### config.mk
export PLATFORM = sky130hd
export DESIGN_NAME = array_max_priority_queue_unit
export DESIGN_NICKNAME = d
export VERILOG_FILES = /design/src/hdl/apq_pkg.sv /design/src/hdl/apq_ram.sv /design/src/hdl/array_max_priority_queue_unit.sv
export SDC_FILE = /design/constraint.sdc
export NUM_CORES = 1
export LEC_CHECK = 0
export BUFFER_PORTS_ARGS = -buffer_cell sky130_fd_sc_hd__buf_2
export CAP_MARGIN = 20
export CORE_MARGIN = 1
export CORE_UTILIZATION = 62
export DETAILED_ROUTE_END_ITERATION = 8
export PLACE_DENSITY_LB_ADDON = 0.25
export SYNTH_ARGS = -nofsm -noshare
export SYNTH_HDL_FRONTEND = slang
export SYNTH_SLANG_ARGS = --single-unit
### constraint.sdc
create_clock -name i_clk -period 10.5 [get_ports i_clk]
set_input_delay 0.525 -clock i_clk [delete_from_list [all_inputs] [get_ports i_clk]]
set_output_delay 0.525 -clock i_clk [all_outputs]
set_load 0.01 [all_outputs]
### src/hdl/apq_pkg.sv
// Package for the array max-priority queue: sizes, command and status codes,
// and the memory request type. No dependencies.
package apq_pkg;

    localparam int DEPTH = 16;
    localparam int IDX_W = (DEPTH > 1) ? $clog2(DEPTH) : 1;
    localparam int CNT_W = $clog2(DEPTH + 1);
    localparam int CAP_W = 5;
    localparam int CMP_W = (CNT_W > CAP_W) ? CNT_W : CAP_W;

    localparam logic [CAP_W-1:0] CAP_RESET = 5'd16;

    localparam logic [1:0] CMD_INSERT = 2'd0;
    localparam logic [1:0] CMD_DELMAX = 2'd1;
    localparam logic [1:0] CMD_DUMP   = 2'd2;

    localparam logic [1:0] ST_OK    = 2'd0;
    localparam logic [1:0] ST_FULL  = 2'd1;
    localparam logic [1:0] ST_EMPTY = 2'd2;

    typedef logic [31:0] t_word;

    typedef struct packed {
        logic             we;
        logic [IDX_W-1:0] waddr;
        t_word            wdata;
        logic             re;
        logic [IDX_W-1:0] raddr;
    } t_ram_req;

endpackage

### src/hdl/apq_ram.sv
// Entry storage of the priority queue: one write port, one read port with
// registered read data. Depends on apq_pkg.
module apq_ram (
    input  logic              i_clk,
    input  apq_pkg::t_ram_req i_req,
    output apq_pkg::t_word    o_rdata
);
    import apq_pkg::*;

    t_word r_mem [DEPTH];
    t_word r_rdata;

    always_ff @(posedge i_clk) begin
        if (i_req.we) begin
            r_mem[i_req.waddr] <= i_req.wdata;
        end
        if (i_req.re) begin
            r_rdata <= r_mem[i_req.raddr];
        end
    end

    assign o_rdata = r_rdata;

endmodule

### src/hdl/array_max_priority_queue_unit.sv
// Top level of the array max-priority queue: command sequencer, count and
// capacity registers, output register. Depends on apq_pkg and apq_ram.
//
// Usage: commands enter on the input channel (i_in_valid / o_in_stall) with
// i_command and i_value; results leave on the output channel (o_out_valid /
// i_out_stall) as o_status, o_value_res and o_last. Each command is worked
// on alone; o_in_stall is high from acceptance until its final result has
// been loaded into the output register.
// Steps, with N entries held and the maximum found at index B:
//   insert          entry written at acceptance, result from S_EMIT.
//   delete largest  scan of all N entries (S_SREAD, S_SCMP each), shift-down
//                   of the N-1-B entries above B (S_SHREAD, S_SHWR), S_EMIT.
//   dump            S_DREAD then S_DEMIT per entry, one result per entry.
//   empty queue     one empty result from S_EMIT.
// These steps are set by the single read port of the entry memory, whose
// read data is registered and arrives in the cycle after the address.
// A stall on the output side holds the result in the output register and
// the sequencer waits for it to drain. Reset clears the count, the output
// valid and the sequencer and sets the capacity to 16; entry contents are
// not cleared, since only entries below the count are ever read.
// Capacity is written through i_cfg_we / i_cfg_data; the user must write it only while the block is idle,
// as the block itself does not enforce this. Values above the memory depth act as the depth.
module array_max_priority_queue_unit (
    input  logic                      i_clk,
    input  logic                      i_rst_n,
    input  logic                      i_cfg_we,
    input  logic [apq_pkg::CAP_W-1:0] i_cfg_data,
    input  logic                      i_in_valid,
    output logic                      o_in_stall,
    input  logic [1:0]                i_command,
    input  apq_pkg::t_word            i_value,
    output logic                      o_out_valid,
    input  logic                      i_out_stall,
    output logic [1:0]                o_status,
    output apq_pkg::t_word            o_value_res,
    output logic                      o_last
);
    import apq_pkg::*;

    localparam logic [2:0] S_IDLE   = 3'd0;
    localparam logic [2:0] S_EMIT   = 3'd1;
    localparam logic [2:0] S_SREAD  = 3'd2;
    localparam logic [2:0] S_SCMP   = 3'd3;
    localparam logic [2:0] S_SHREAD = 3'd4;
    localparam logic [2:0] S_SHWR   = 3'd5;
    localparam logic [2:0] S_DREAD  = 3'd6;
    localparam logic [2:0] S_DEMIT  = 3'd7;

    logic [2:0]       r_state;
    logic [CNT_W-1:0] r_count;
    logic [CAP_W-1:0] r_cap;
    logic [IDX_W-1:0] r_ptr;
    logic [IDX_W-1:0] r_best_idx;
    t_word            r_best;
    logic [1:0]       r_pend_status;
    t_word            r_pend_value;

    logic             r_out_valid;
    logic [1:0]       r_status;
    t_word            r_value;
    logic             r_last;

    t_ram_req         ram_req;
    t_word            rdata;

    logic             accept;
    logic             out_free;
    logic             out_load;
    logic             full;
    logic             ptr_is_last;
    logic             shift_done;
    logic [CMP_W-1:0] cap_ext;
    logic [CMP_W-1:0] eff_cap;

    apq_ram u_ram (
        .i_clk   (i_clk),
        .i_req   (ram_req),
        .o_rdata (rdata)
    );

    assign o_in_stall = (r_state != S_IDLE);
    assign accept     = i_in_valid && (r_state == S_IDLE);
    assign out_free   = !r_out_valid || !i_out_stall;
    // A result is loaded into the output register in this cycle.
    assign out_load   = out_free && ((r_state == S_EMIT) || (r_state == S_DEMIT));

    // Capacity above the memory depth behaves as the depth.
    assign cap_ext = CMP_W'(r_cap);
    assign eff_cap = (cap_ext > CMP_W'(DEPTH)) ? CMP_W'(DEPTH) : cap_ext;
    assign full    = CMP_W'(r_count) >= eff_cap;

    assign ptr_is_last = (CNT_W'(r_ptr) + CNT_W'(1)) == r_count;
    // The shift is over once the pointer sits on the last occupied entry.
    assign shift_done  = ptr_is_last;

    always_comb begin
        ram_req = '0;
        case (r_state)
            S_IDLE: begin
                if (accept && (i_command == CMD_INSERT) && !full) begin
                    ram_req.we    = 1'b1;
                    ram_req.waddr = IDX_W'(r_count);
                    ram_req.wdata = i_value;
                end
            end
            S_SREAD, S_DREAD: begin
                ram_req.re    = 1'b1;
                ram_req.raddr = r_ptr;
            end
            S_SHREAD: begin
                if (!shift_done) begin
                    ram_req.re    = 1'b1;
                    ram_req.raddr = r_ptr + IDX_W'(1);
                end
            end
            S_SHWR: begin
                ram_req.we    = 1'b1;
                ram_req.waddr = r_ptr;
                ram_req.wdata = rdata;
            end
            default: begin
            end
        endcase
    end

    always_ff @(posedge i_clk) begin
        if (!i_rst_n) begin
            r_state     <= S_IDLE;
            r_count     <= '0;
            r_cap       <= CAP_RESET;
            r_out_valid <= 1'b0;
        end else begin
            if (i_cfg_we) begin
                r_cap <= i_cfg_data;
            end
            if (r_out_valid && !i_out_stall && !out_load) begin
                r_out_valid <= 1'b0;
            end

            case (r_state)
                S_IDLE: begin
                    if (accept) begin
                        r_ptr <= '0;
                        case (i_command)
                            CMD_INSERT: begin
                                r_pend_value <= i_value;
                                r_state      <= S_EMIT;
                                if (full) begin
                                    r_pend_status <= ST_FULL;
                                end else begin
                                    r_pend_status <= ST_OK;
                                    r_count       <= r_count + CNT_W'(1);
                                end
                            end
                            CMD_DELMAX, CMD_DUMP: begin
                                if (r_count == '0) begin
                                    r_pend_status <= ST_EMPTY;
                                    r_pend_value  <= '0;
                                    r_state       <= S_EMIT;
                                end else if (i_command == CMD_DELMAX) begin
                                    r_state <= S_SREAD;
                                end else begin
                                    r_state <= S_DREAD;
                                end
                            end
                            default: begin
                                // Unused command code: no result, queue unchanged.
                            end
                        endcase
                    end
                end
                S_EMIT: begin
                    if (out_free) begin
                        r_out_valid <= 1'b1;
                        r_status    <= r_pend_status;
                        r_value     <= r_pend_value;
                        r_last      <= 1'b1;
                        r_state     <= S_IDLE;
                    end
                end
                S_SREAD: begin
                    r_state <= S_SCMP;
                end
                S_SCMP: begin
                    // Strictly greater only, so the earliest entry wins a tie.
                    if ((r_ptr == '0) || ($signed(rdata) > $signed(r_best))) begin
                        r_best     <= rdata;
                        r_best_idx <= r_ptr;
                    end
                    if (ptr_is_last) begin
                        r_ptr   <= (r_ptr == '0) || ($signed(rdata) > $signed(r_best))
                                   ? r_ptr : r_best_idx;
                        r_state <= S_SHREAD;
                    end else begin
                        r_ptr   <= r_ptr + IDX_W'(1);
                        r_state <= S_SREAD;
                    end
                end
                S_SHREAD: begin
                    if (shift_done) begin
                        r_count       <= r_count - CNT_W'(1);
                        r_pend_status <= ST_OK;
                        r_pend_value  <= r_best;
                        r_state       <= S_EMIT;
                    end else begin
                        r_state <= S_SHWR;
                    end
                end
                S_SHWR: begin
                    r_ptr   <= r_ptr + IDX_W'(1);
                    r_state <= S_SHREAD;
                end
                S_DREAD: begin
                    r_state <= S_DEMIT;
                end
                S_DEMIT: begin
                    // Read data holds here since no new read is issued.
                    if (out_free) begin
                        r_out_valid <= 1'b1;
                        r_status    <= ST_OK;
                        r_value     <= rdata;
                        r_last      <= ptr_is_last;
                        if (ptr_is_last) begin
                            r_state <= S_IDLE;
                        end else begin
                            r_ptr   <= r_ptr + IDX_W'(1);
                            r_state <= S_DREAD;
                        end
                    end
                end
                default: begin
                    r_state <= S_IDLE;
                end
            endcase
        end
    end

    assign o_out_valid = r_out_valid;
    assign o_status    = r_status;
    assign o_value_res = r_value;
    assign o_last      = r_last;

endmodule
==> results of run 1 <==
## metrics by stage
step	utilization, %	power [uW]	cells	hold slack (ps)	cell area, um^2
CTS	69.9	5390	2550	159	31000
finish	69.9	5370	2550	172	31000
detailed placement	65.4	3220	2432	509	29000
global placement	65.4	3220	2431	498	29000
global route	69.9	5520	2550	171	31000
floorplan	-	3150	1844	450	28100
## critical path, cell delays in order, from the launching register on
cell and delay (ps):
edfxtp_1 560, inv_1 220, ha_1 410, xor2_1 180
a211oi_2 300, o211ai_4 230, a31oi_4 220, buf_4 730
buf_12 600, mux2i_1 270, mux2_2 190, o32ai_1 100
a211o_1 310
## flip-flops by register name, indices dropped and copies added (netlist names)
register       flops
r_best            32
r_ptr              4
r_pend_status      2
o_value_res       32
o_last             1
u_ram.r_mem      512
r_count            5
r_best_idx         4
cap_ext            5
u_ram.o_rdata     32
r_state            3
r_pend_value      32
o_status           2
o_out_valid        1
## layout by cell type (no fill, tap or decap), types with 13 or more instances in the layout
master	synthesis	layout
a211oi_1	131	131
clkinv_1	1	13
dfxtp_1	14	14
a21o_1	13	13
a211o_1	32	32
nor2_4	0	17
mux2_2	64	64
edfxtp_1	653	653
and2_1	59	59
clkbuf_16	0	70
nand2_1	154	153
a21oi_1	21	21
inv_1	47	47
nor2b_1	47	46
buf_4	12	29
nand3b_1	33	33
a22o_1	34	34
ha_1	45	45
and3_1	35	35
clkbuf_1	51	25
buf_2	34	81
o32ai_1	31	31
nor2_1	30	13
mux2i_1	104	104
o21ai_0	54	53
a31oi_1	35	35
## power by group
| part | total, uW | switching [uW] | internal [uW] |
|---|---|---|---|
| Sequential | 2960 | 18.2 | 2950 |
| Combinational | 209 | 132 | 77.3 |
| Clock | 2200 | 947 | 1250 |
## area by class of cell
cell class	count	area, um^2	share of cell area [%]
Clock buffer	95	1850	5.95
Tap cell	592	741	2.39
Sequential cell	667	19900	64.1
Inverter	48	180	0.581
Clock inverter	23	140	0.452
Timing Repair Buffer	111	643	2.07
Multi-Input combinational cell	1014	7580	24.4
## metal layers
metal	vias up	wire, um
li1	7294	-
met1	8075	26100
met2	783	29800
met3	125	5880
met4	4	1590
met5	-	31
## worst paths after layout
| kind | startpoint | end | slack (ps) | cells past startpoint |
|---|---|---|---|---|
| worst max-delay path | r_ptr[0] | u_ram.o_rdata[12] | 5560 | 12 |
| worst min-delay path | i_cfg_data[4] | cap_ext[4] | 170 | 3 |
| worst max register to register | r_ptr[0] | u_ram.o_rdata[12] | 5560 | 12 |
| worst min register to register | r_pend_value[0] | o_value_res[0] | 520 | 2 |
## cell families after synthesis
logic type                 count (synthesis)  share of synthesized area, %
AOI/OAI and AO/OA                        380                          10.1
xor gates and xnor gates                   9                         0.281
adders and majority gates                 46                          2.07
buffers and inverters                    163                          2.84
DFF                                      667                          70.8
muxes                                    168                          6.27
and+or+nand+nor                          411                          7.67
==> impl_results.md, run 1 <==
* Leading area contributor after synthesis: edfxtp_1
* CP arrival at 5280 ps
* Clock tree buffer depth at 3
* WL final at between 60000 and 70000 um
* Skew-Pair Late Insertion Delay at about 600 ps
* # rows at 77
* Crit path kind: flop to flop
* IO Count at 81
* Wire per inst at 24.9 um
* Max-cap violations at 0
* GR peak layer: met2
* Width of the die at 215 um
* Setup tns final at 0 ps
* First-pass iteration count of the detailed router at 6
* H-tree levels at 3
* DP HPWL at 35400 um
* Final setup viols at 0
* GR Util met3 at 6.06%
* Post-synth top flop: edfxtp_1
* GR Util met1 at 38.8%
* Clock slew at reported path FFs at roughly 60 ps
* Post_cts resized at 0
* # diodes at 0
* Layout cells sized above 1 at 14.7%
* Period Utilization, post-route at ~47%
* Register area share after synthesis at between 70% and 80%
* Post-synthesis cell area at 28100 um^2
* Post-synth top cells: edfxtp_1 (653), nand2_1 (154), a211oi_1 (131)
* DR iter-0 viols at 2056
* Vias in the first global route at about 16000
* Ys async rst share at 0%
* Synth cell types at 61
* Initial Util at 63.3%
* Critical Path Fanout Max at ~180
* Die H at 215 um
* # fillers at 2790
* Unrepaired setup endpoints after global routing: false
* Detailed-route DRC error count at 0
* Tot GR Track Use at roughly 28%
* Largest net degree at the start of global routing at 179
* Post-DRT Antenna Nets at 0
* Setup bufs post-CTS at 0
* CTS tree: built
* First-pass GRT wire length at around 96000 um
* Startpoint types: flop
* Routed vias at about 16000
* Grt total ovfl at 0
* Worst slack at placement at 5740 ps
* Mean Syn Cell Area at roughly 15 um^2
* CTS root buf: clkbuf_16
* Achievable frequency at 0.202 GHz
* Top cells by area, synth: edfxtp_1 (70%), mux2i_1 (3.7%), a211oi_1 (3.5%)
* Port bufs at 80
* Worst setup margin at between 5000 and 6000 ps
* Worst VDD drop at 0.138 mV
* Top-count cell post-synth: edfxtp_1
* Area grow syn2layout at 10.4%
* HP Class: input pin to flop
* Vias per inst at 6.38
* Hold buffer count at CTS at 0
* Final min period at 4940 ps
* Number of flops mapped to enable cells by yosys at 653
* Nets at 1999
* Rel. slew slack at 22.7%
* CP endpoint kind: flop
* Core area at 44400 um^2
* Clock Sinks at 667
* Placer Congestion at 0.857
* Area share of the largest cell type after synthesis at 69.8%
* Worst endpoint required time at approximately 11000 ps
* Slew Viols, Final at 0
* Gate Count Post-Synth at between 1500 and 2000
* FF+latch count, synth at 667
* Fin. Hold Viols at 0
* Cts bufs inserted at 67
* Worst slew pin tran at 1160 ps
* Leakage Power at around 0.011 uW
* Setup Skew at 17.6 ps
* Die outline area at 46200 um^2
* Status: finished clean
* Syn nets at about 1900
* Met2 GRT Util at between 40% and 50%
* Initial antenna violation count at 1
* Synth warn at 0
* Pwr Density at 173 nW/um^2
No activity file was read; power rests on OpenSTA's default activity.
==> run 2: changes to the inputs <==
- clock period: 10.5 -> 4.7 ns (I/O delays scaled with it)
==> run 2 against run 1 <==
Global-route usage up 0.62 points. Non-clock buffer count up 37. Wire length up 2.5%. Via count rose by 1.9%. Sequential cell count unchanged. Final area increased by 1.7%. Register-to-register slack lost 5100 ps. Critical path depth decreased by 1. Setup slack worse by 5100 ps. Fmax is 17% higher. Core utilization up 1.2 points. Power rose by 130%. Critical path type unchanged. Largest cell class unchanged. Highest routed layer is now met4.
==> impl_results.md, run 2 (synthesis gave the netlist of run 1 again) <==
* Area after DPL at 29300 um^2
* Die outline area at 46200 um^2
* Layout cells sized above 1 at 15.3%
* Worst setup margin at 484 ps
* Worst slew pin tran at ~1000 ps
* Crit-path cells: inv_1 > ha_1 > xor2_1 > a211oi_2 > o211ai_4 > a31oi_4 > buf_4 > mux2i_1 > mux2_2 > o32ai_1 > a211o_1
* Final min period at 4220 ps
* Post-DRT Antenna Nets at 0
* Initial Util at 63.3%
* CP arrival at 4560 ps
* Vias per inst at 6.42
* Wire per inst at 25.1 um
* CTS root buf: clkbuf_16
* Setup Skew at 29.6 ps
* Width of the die at 215 um
* CP endpoint kind: flop
* Tot GR Track Use at 28.4%
* # fillers at 2744
* Final setup viols at 0
* Crit-path slowest cell: a31oi_4
* # rows at 77
* Fin area at 31600 um^2
* Routed vias at ~17000
* Core area at 44400 um^2
* Setup tns final at 0 ps
* Final Util at between 70% and 80%
* Status: finished clean
* Unrepaired setup endpoints after global routing: false
* DR iter-0 viols at between 1500 and 2000
* HP Class: input pin to flop
* Initial antenna violation count at 0
* Period Utilization, post-route at 89.7%
* Critical Path Fanout Max at 34
* Most common cell after layout, fill and taps aside: edfxtp_1
* Cts bufs inserted at 67
* CTS tree: built
* Largest net degree at the start of global routing at 100
* Worst slack at placement at 562 ps
* Most frequent cells in the layout: edfxtp_1 (653), nand2_1 (153), a211oi_1 (131)
* Worst endpoint required time at 5040 ps
* Slew Viols, Final at 0
* Max-cap violations at 0
* Setup bufs post-CTS at 0
* Max FFs per register at 512
* Crit path kind: flop to flop
* Placer Congestion at ~0.87
* First-pass GRT wire length at 97800 um
* WL final at between 60000 and 70000 um
* Vias in the first global route at about 16000
* # diodes at 0
* Max incr delay on CP at 800 ps
* Rel. slew slack at 31.7%
* Leakage Power at 0.0115 uW
* H-tree levels at 3
* Pwr Density at 383 nW/um^2
* IO Count at 81
* Post_cts resized at 0
* Fin. Hold Viols at 0
* Top reg by flops: u_ram.r_mem
* Clock slew at reported path FFs at 60 ps
* Clock tree buffer depth at 3
* Detailed-route DRC error count at 0
* DP HPWL at roughly 36000 um
* Nets at between 2000 and 2500
* Achievable frequency at 0.237 GHz
* Die H at between 200 and 250 um
* Skew-Pair Late Insertion Delay at 600 ps
* Clock Sinks at 667
* Startpoint types: flop
* Area grow syn2layout at 12.3%
* Grt total ovfl at 0
* Worst VDD drop at between 0.2 and 0.25 mV
* Port bufs at 80
* First-pass iteration count of the detailed router at 6
* Hold buffer count at CTS at 27
==> run 2: path summary, 6_finish.rpt <==
kind	start	slack, ps	cells past startpoint	endpoint
worst max-delay path	r_ptr[0]	480	11	u_ram.o_rdata[5]
worst max register to register	r_ptr[0]	480	11	u_ram.o_rdata[5]
worst min register to register	cap_ext[1]	530	2	cap_ext[1]
worst min-delay path	i_value[23]	20	3	r_pend_value[23]
==> run 2: cell type report <==
| cell class | count | area, um^2 | share of cell area [%] |
|---|---|---|---|
| sequential | 667 | 19900 | 63.0 |
| multi-input combinational | 1014 | 7600 | 24.1 |
| clock buffer | 82 | 1800 | 5.69 |
| timing repair buffer | 148 | 1130 | 3.57 |
| tap | 592 | 741 | 2.35 |
| clock inverter | 36 | 225 | 0.714 |
| inverter | 48 | 180 | 0.571 |
==> run 2: power breakdown <==
part | internal, uW | switching, uW
combinational | 195 | 306
clock | 2820 | 2140
sequential | 6580 | 36.6
total | 9600 | 2490
==> run 2: metrics by stage <==
stage	std cells	hold WS [ps]	total power, uW
2_1_floorplan	1844	363	7050
4_1_cts	2586	5.28	12100
5_1_grt	2587	33.1	12400
3_5_place_dp	2441	458	7210
6_report	2587	17.7	12100
3_3_place_gp	2441	453	7200
==> run 2: critical path, delay by kind of cell, from the launching register on <==
kind,cells,cell delay (ps)
multiplexers,2,410
XOR/XNOR,1,170
flip-flops,1,540
adder cells (fa/ha/maj),1,410
AO/OA/AOI/OAI,5,1680
buffers and inverters,2,730
==> run 2: metal layers <==
layer | vias to the layer above | track usage, % | wire [um]
li1 | 7367 | - | -
met1 | 8303 | 39.9 | 26200
met2 | 800 | 44.9 | 31000
met3 | 126 | 5.25 | 5990
met4 | 0 | 10.3 | 1780
met5 | - | 0 | 0
